### config.mk
export PLATFORM = sky130hd
export DESIGN_NAME = spq_ctrl
export DESIGN_NICKNAME = d
export VERILOG_FILES = /design/src/rtl/spq_pkg.sv /design/src/rtl/spq_ctrl.sv
export SDC_FILE = /design/constraint.sdc
export NUM_CORES = 1
export LEC_CHECK = 0
export ABC_AREA = 1
export BUFFER_PORTS_ARGS = -buffer_cell sky130_fd_sc_hd__buf_2
export CORE_AREA = 2 2 39 41
export CTS_CLUSTER_DIAMETER = 150
export DETAILED_ROUTE_END_ITERATION = 7
export DIE_AREA = 0 0 41 43
export HOLD_SLACK_MARGIN = 0.15
export PLACE_DENSITY_LB_ADDON = 0.25
export SYNTH_ARGS = -nofsm -noshare
export SYNTH_HDL_FRONTEND = slang
export SYNTH_SLANG_ARGS = --single-unit
### constraint.sdc
create_clock -name clock -period 0.89 [get_ports clock]
set_input_delay 0.1335 -clock clock [delete_from_list [all_inputs] [get_ports clock]]
set_output_delay 0.1335 -clock clock [all_outputs]
set_load 0.02 [all_outputs]
### src/rtl/spq_pkg.sv
// Shared types and constants of the sorted priority queue.
`timescale 1ns / 1ps
package spq_pkg;
   localparam int XW = 10;
   localparam int CW = 20;
   localparam int TW = 16;
   localparam int SW = 3;
   localparam int OW = 9;

   localparam logic OP_INSERT = 1'b0;
   localparam logic OP_POP    = 1'b1;

   localparam logic [SW-1:0] ST_INSERTED  = 3'd0;
   localparam logic [SW-1:0] ST_REPLACED  = 3'd1;
   localparam logic [SW-1:0] ST_DISCARDED = 3'd2;
   localparam logic [SW-1:0] ST_FULL      = 3'd3;
   localparam logic [SW-1:0] ST_EMPTY     = 3'd4;

   typedef struct packed {
      logic [XW-1:0] x;
      logic [XW-1:0] y;
      logic [CW-1:0] cost;
      logic [TW-1:0] tag;
   } entry_type;

   typedef struct packed {
      logic          op;
      logic [XW-1:0] pos_x;
      logic [XW-1:0] pos_y;
      logic [CW-1:0] cost;
      logic [TW-1:0] node_tag;
   } req_type;

   typedef struct packed {
      logic [SW-1:0] status;
      logic          got_item;
      logic [XW-1:0] out_x;
      logic [XW-1:0] out_y;
      logic [CW-1:0] out_cost;
      logic [TW-1:0] out_tag;
      logic [OW-1:0] occupancy;
      logic          is_empty;
   } rsp_type;

   // Controller to datapath.
   typedef struct packed {
      logic load;
      logic step;
      logic done;
   } cmd_type;

   // Datapath to controller.
   typedef struct packed {
      logic last;
   } sts_type;
endpackage

### src/rtl/spq_ctrl.sv
// Controller: accept, update and result hand-off sequence.
`timescale 1ns / 1ps
module spq_ctrl import spq_pkg::*; (
   input  logic    clock,
   input  logic    reset,
   input  logic    req_valid,
   output logic    req_ready,
   output logic    rsp_valid,
   input  logic    rsp_ready,
   input  sts_type sts,
   output cmd_type cmd
);
   localparam logic [1:0] S_IDLE = 2'd0;
   localparam logic [1:0] S_WORK = 2'd1;
   localparam logic [1:0] S_SEND = 2'd2;

   logic [1:0] state_ff, state_in;

   assign req_ready = state_ff == S_IDLE;
   assign rsp_valid = state_ff == S_SEND;
   assign cmd.load  = req_valid && req_ready;
   assign cmd.step  = state_ff == S_WORK;
   assign cmd.done  = rsp_valid && rsp_ready;

   always_comb begin
      state_in = state_ff;
      case (state_ff)
         S_IDLE: if (cmd.load) state_in = S_WORK;
         S_WORK: state_in = S_SEND;
         S_SEND: if (sts.last) state_in = S_IDLE;
         default: state_in = S_IDLE;
      endcase
   end

   always_ff @(posedge clock) begin
      if (reset) state_ff <= S_IDLE;
      else state_ff <= state_in;
   end
endmodule

[Yosys cells after proc, flatten, opt, wreduce, memory -nomap -nowiden]
Index checks and enable logic that the tools add are counted.
Operators by class
  multiplexer cells: 3
  reduce and logical (&&, ||, !) cells: 4
  equality and inequality tests: 4
Operator list (number)
  case mux 2 bit (3 select lines): 1
  2-to-1 mux 2 bit: 2
  inequality test 2 x 1 -> 1 bit, second input constant: 2
  == test 2 x 1 -> 1 bit, second input constant: 1
  == test 2 bit, second input constant: 1
  logical AND 1 bit: 2
  logical NOT 2 bit: 1
  AND reduction 2 bit: 1
Word-level totals
  output and inout bits: 5
  input port bits: 5
  flip-flop bits (word level): 2
  logic and storage cells: 12

[Logic depth before layout (Yosys ltp)]
Gate-level depths: netlist of run 1.
  depth after elaboration: 4
  mapped depth: 3
  gate-level depth less buffers: 3

[Worst setup path before layout of run 1]
Ideal clock, no wire load.
  kind: flip-flop to output port
  start point: reg state_ff[0]
  end point: out cmd[2] (netlist name)
  data required time: 0.757 ns
  buffers on the path: 0
  setup slack: 0.018 ns
  data arrival time: 0.739 ns
  cell stages (with the launch flop): 4
  path through: dfxtp_1 -> inv_1 -> nand2_1 -> nor2_1
RTL lines
  start: declaration: line spq_ctrl.sv:17  | logic [1:0] state_ff, state_in;
  start signal: assignment: line spq_ctrl.sv:37  | else state_ff <= state_in;
  end: declaration: line spq_ctrl.sv:11  | output cmd_type cmd

==> metrics.cfg, run 1 <==
[critical_path]
required_ns = 0.76
cpMaxStageDelayCell = dfxtp_2
cp.depth = 4
start_kind = register
rr_worst_depth = 4
crit_buf_inv = 2
slowest_delay_ns = 0.32
crit_path_end_kind = primary output
crit_arrival_ns = 0.92
worstPathMaxFanout = 3
crit_chain = inv_2, nand2_4, nor2_4, buf_6
critPathTopFamily = flip-flops
crit_type = reg -> out

[final_layout]
largest_register = state_ff
reg_top3 = state_ff (2)
antennaDiodeCount = 0
drive_gt1_share_pct = 74.2
largest_register_ff_count = 2
area_growth_pct = 152
final_nets = 38

[power]
p_leak_nw = 0.138
power_density_mw_per_mm2 = 1520
seqPwrFrac_pct = 25.0
peakVddDrop_uv = 338
power_frac_comb_pct = 27.4
p_int_mw = 0.302
p_sw_mw = 0.114
switching_share_pct = 27.4
clock_power_share_pct = 47.6

[die]
row_count = 14
die_x_um = 41
chipHeight_um = 43
start_util_pct = 7.87
io_pins = 10
coreArea_mm2 = 0.00138
dieArea_mm2 = 0.00176

[min_path]
hold_class = in -> reg
hold_depth = 4

[timing]
fin_skew_ns = 0.0000380
fin_crit_ns = 1.05
slew_headroom_pct = 92.7
tightestPinTransition_ns = 0.108
hold_violations = 0
slew_violations = 0
setup_viol = 5
max_freq_mhz = 952
worst_hold_slack_ns = 0.188
postLayoutSetupSlackWorst_ns = -0.161
finalCritPeriodShare_pct = 118
rsz0062_at_grt = yes

[logic_synthesis]
yosys.cell_types.count = 9
synth_area_leaders = dfxtp_1 37%, inv_1 17%, nor3_2 9.2%
netlist_area_um2 = 109
ys_seq_area_share_pct = 36.8
synth_mux_area_share_pct = 0
synth_fp_nets = 21
synthCells = 16
avgSynthCellArea_um2 = 6.80
yosysWarnings = 0
post-synth-top-area-cell = dfxtp_1
synth_xor_area_share_pct = 0
synth_seq_cells = 2
synth_fa_ha_area_share_pct = 0
synth_top_family_by_area = simple AND/OR/NAND/NOR gates
synth_top_area_share_pct = 36.8
synth-simple-area-share_pct = 34.5
synth_compound_area_share_pct = 8.05

[outcome]
run_status = finished with violations
violations = setup timing

[clock_network]
clockRootBuffer = clkbuf_4
clk_latency_ns = 0.22
numCtsBuffers = 3
htree_levels = 1
clkTransAtPathRegs_ns = 0.03
clockBufferDepth = 2
cts_tree = yes
clock_sinks = 2

[detailed_routing]
vias_per_cell = 3.30
drtIter0Drc = 3
drc = 0
first_pass_iters = 4
wl_per_cell_um = 7.45
via_count = 155
route.final.wire_length_um = 350
final_antenna_net_count = 0

[global_route]
antenna_found_initial = 0
grt_pass1_wl_um = 538
grt_usage_pct = 5.31
grt_max_degree = 4
grt-ovfl-total = 0
grt_pass1_vias = 137

[run]
cap_violations = 0

[place]
place_ws_ns = 0.0110
portBuffers = 9
gp_congestion = 0.563
dp_hpwl_um = 222

-- layout by cell type, fill, tap and decap left out, drive strengths merged --
cell / n
dlygate4sd3: 2
nand3: 1
and3: 1
inv: 6
clkbuf: 3
a21oi: 1
buf: 10
dfxtp: 2
nor2: 2
nor3: 1
nand2: 2
-- cell families after synthesis --
| kind of cell | count (synthesis) |
|---|---|
| AOI/OAI and AO/OA | 1 |
| buffers and inverters | 6 |
| DFF | 2 |
| and+or+nand+nor | 7 |
-- power by group through the flow --
stage          sequential (mW)  combinational [mW]  clock, mW
3_5_place_dp             0.101              0.0716          0
3_3_place_gp             0.101              0.0722          0
5_1_grt                  0.105               0.123      0.211
6_report                 0.104               0.114      0.198
4_1_cts                  0.102              0.0943      0.218
2_1_floorplan            0.100              0.0446          0
-- synth_stat cells --
cell,n
inv_1,5
dfxtp_1,2
nand2_1,2
nor2_1,2
a21oi_2,1
and3_2,1
inv_2,1
nand3_1,1
nor3_2,1
-- layer usage --
metal	part of all wire (%)	vias to the layer above	global-route usage, %
met5	0	-	0
met4	4.0	0	10.0
met3	13	2	1.57
met2	37	12	5.00
met1	45	62	6.07
li1	-	79	-
-- worst reg2reg max path, cell delays in order (launching register included) --
cell and delay, ns:
dfxtp_2 0.32, inv_2 0.08, buf_4 0.11, nand3_1 0.07, a21oi_2 0.11
-- stage by stage --
step	std cells	utilization, %	total power, mW	setup TNS [ns]	instance area (um2)
4_1_cts	46	17.5	0.414	-0.720	241
5_1_grt	47	19.8	0.439	-0.948	274
3_5_place_dp	41	12.6	0.173	0	174
2_1_floorplan	16	-	0.145	0	109
3_3_place_gp	41	12.6	0.173	0	174
6_report	47	19.8	0.416	-0.727	274
-- repair_timing --
item,CTS,global route
endpoints found under the hold margin,2,0
gates resized for setup,11,7
hold buffers,2,0
buffers inserted,0,1
endpoints found under the setup margin,5,5
pin swaps,0,1
-- layout make-up --
| type | count | area (um2) |
|---|---|---|
| Timing Repair Buffer | 12 | 96.3 |
| Tap cell | 16 | 20.0 |
| Fill cell | 146 | 1110 |
| Sequential cell | 2 | 42.5 |
| Clock buffer | 3 | 22.5 |
| Inverter | 6 | 25.0 |
| Multi-Input combinational cell | 8 | 67.6 |
-- worst paths after layout --
kind / from / endpoint / slack, ns
worst min-delay path: sts / state_ff[1] / 0.19
worst min register to register: state_ff[0] / state_ff[1] / 0.50
worst max register to register: state_ff[0] / state_ff[1] / 0.12
worst max-delay path: state_ff[0] / cmd[2] / -0.16
Note: power is estimated with default switching activity, not from simulation.
==> run 2: changes to the inputs <==
--- a/config.mk
+++ b/config.mk
@@ -7,10 +7,10 @@
 export LEC_CHECK = 0
 export ABC_AREA = 1
 export BUFFER_PORTS_ARGS = -buffer_cell sky130_fd_sc_hd__buf_2
-export CORE_AREA = 2 2 39 41
+export CORE_AREA = 8 8 45 47
 export CTS_CLUSTER_DIAMETER = 150
 export DETAILED_ROUTE_END_ITERATION = 7
-export DIE_AREA = 0 0 41 43
+export DIE_AREA = 0 0 53 55
 export HOLD_SLACK_MARGIN = 0.15
 export PLACE_DENSITY_LB_ADDON = 0.25
 export SYNTH_ARGS = -nofsm -noshare
==> metrics.cfg, run 2 (synthesis results as in run 1) <==
[die]
die_x_um = 53
row_count = 14
chipHeight_um = 55
start_util_pct = 7.87
dieArea_mm2 = 0.00292
coreArea_mm2 = 0.00138
io_pins = 10

[global_route]
grt-ovfl-total = 0
grt_usage_pct = 3.33
grt_pass1_vias = 164
grt_pass1_wl_um = 641
antenna_found_initial = 0
grt_max_degree = 4

[clock_network]
clk_latency_ns = 0.22
clkTransAtPathRegs_ns = 0.03
cts_tree = yes
htree_levels = 1
clock_sinks = 2
clockRootBuffer = clkbuf_4
numCtsBuffers = 3
clockBufferDepth = 2

[critical_path]
cp.depth = 4
required_ns = 0.76
r2r-start = state_ff[1]
crit_path_end_kind = primary output
cpMaxStageDelayCell = dfxtp_2
cp-startpoint = state_ff[1]
crit_chain = inv_2, nand2_4, nor2_4, buf_6
rr_worst_depth = 3
cp-endpoint = cmd[2]
start_kind = register
slowest_delay_ns = 0.32
reg2reg_to = state_ff[1]
rrSetupSlack_ns = 0.21
critPathTopFamily = flip-flops
crit_buf_inv = 2
crit_arrival_ns = 0.91
crit_type = reg -> out
worstPathMaxFanout = 3

[final_layout]
most-common-layout-cells = 4 x inv_1, 4 x buf_2, 3 x clkbuf_4, 3 x buf_6
largest_register = state_ff
final_nets = 36
layoutNonFillerInstCount = 45
drive_gt1_share_pct = 72.4
area_growth_pct = 128
reg_top3 = state_ff (2)
antennaDiodeCount = 0
largest_register_ff_count = 2
nFillCells = 163
final_cell_area_um2 = 248

[timing]
slew_headroom_pct = 91.5
finalCritPeriodShare_pct = 117
postLayoutSetupSlackWorst_ns = -0.154
slew_violations = 0
setup_viol = 5
tightestPinTransition_ns = 0.127
fin_skew_ns = 0.00427
fin_crit_ns = 1.04
hold_violations = 0
max_freq_mhz = 957
rsz0062_at_grt = yes
worst_hold_slack_ns = 0.194

[detailed_routing]
top_layer_used = met3
via_count = 145
first_pass_iters = 1
dr_wl_met3_um = 68
vias_per_cell = 3.22
met1Wirelength_um = 203
route.final.wire_length_um = 398
wl_per_cell_um = 8.84
dr_wl_met2_um = 125
drtIter0Drc = 0
final_antenna_net_count = 0
drc = 0

[place]
portBuffers = 9
placed_area_um2 = 174
dp_cells = 41
gp_congestion = 0.586

[power]
peakVddDrop_uv = 519
p_leak_nw = 0.129
power_density_mw_per_mm2 = 1620

[outcome]
run_status = finished with violations
violations = setup timing

[min_path]
hold_class = in -> reg

[run]
cap_violations = 0

-- run 2: per-stage QoR --
step           power (mW)  setup slack [ns]  TNS, ns  utilization [%]
6_report            0.401            -0.154   -0.634             17.9
5_1_grt             0.434            -0.193   -0.861             17.9
4_1_cts             0.403            -0.172   -0.657             16.7
3_5_place_dp        0.175           0.00909        0             12.6
3_3_place_gp        0.175          0.000677        0             12.6
2_1_floorplan       0.145            0.0176        0                -
-- run 2: how the worst min path moves through the flow --
stage | start | end | slack, ns | depth (start not counted)
4_1_cts | req_valid | state_ff[0] | 0.16 | 3
3_5_place_dp | reset | state_ff[1] | 0.34 | 2
6_report | sts | state_ff[1] | 0.19 | 4
5_1_grt | sts | state_ff[1] | 0.22 | 4
2_1_floorplan | reset | state_ff[1] | 0.20 | 1
3_3_place_gp | reset | state_ff[1] | 0.34 | 2
-- run 2: cell type report --
cell class | count | area, um2 | area share [%]
Clock buffer | 3 | 22.5 | 9.09
Inverter | 6 | 22.5 | 9.09
Multi-Input combinational cell | 8 | 61.3 | 24.7
Sequential cell | 2 | 42.5 | 17.2
Tap cell | 16 | 20.0 | 8.08
Timing Repair Buffer | 10 | 78.8 | 31.8
-- run 2: tightest hold or removal path: stages --
cell and delay, ns:
buf_2 0.07, inv_1 0.03, nand3_1 0.08, a21oi_2 0.05
-- run 2: report_power, final --
part / switching [mW] / total, mW / internal, mW
sequential: 0.00464 / 0.102 / 0.0972
clock: 0.0461 / 0.194 / 0.148
combinational: 0.0567 / 0.105 / 0.0485
-- run 2: routing by layer --
metal,GRT usage [%],up-vias
met1,3.63,63
met3,4.28,0
li1,-,73
met4,1.29,0
met5,0,-
met2,3.52,9
-- run 2: timing repair --
item	4_1_cts	5_1_grt
endpoints found under the hold margin	2	0
pin swaps	0	1
hold buffers	1	0
gates resized for setup	11	4
buffers inserted	0	0
endpoints found under the setup margin	5	5
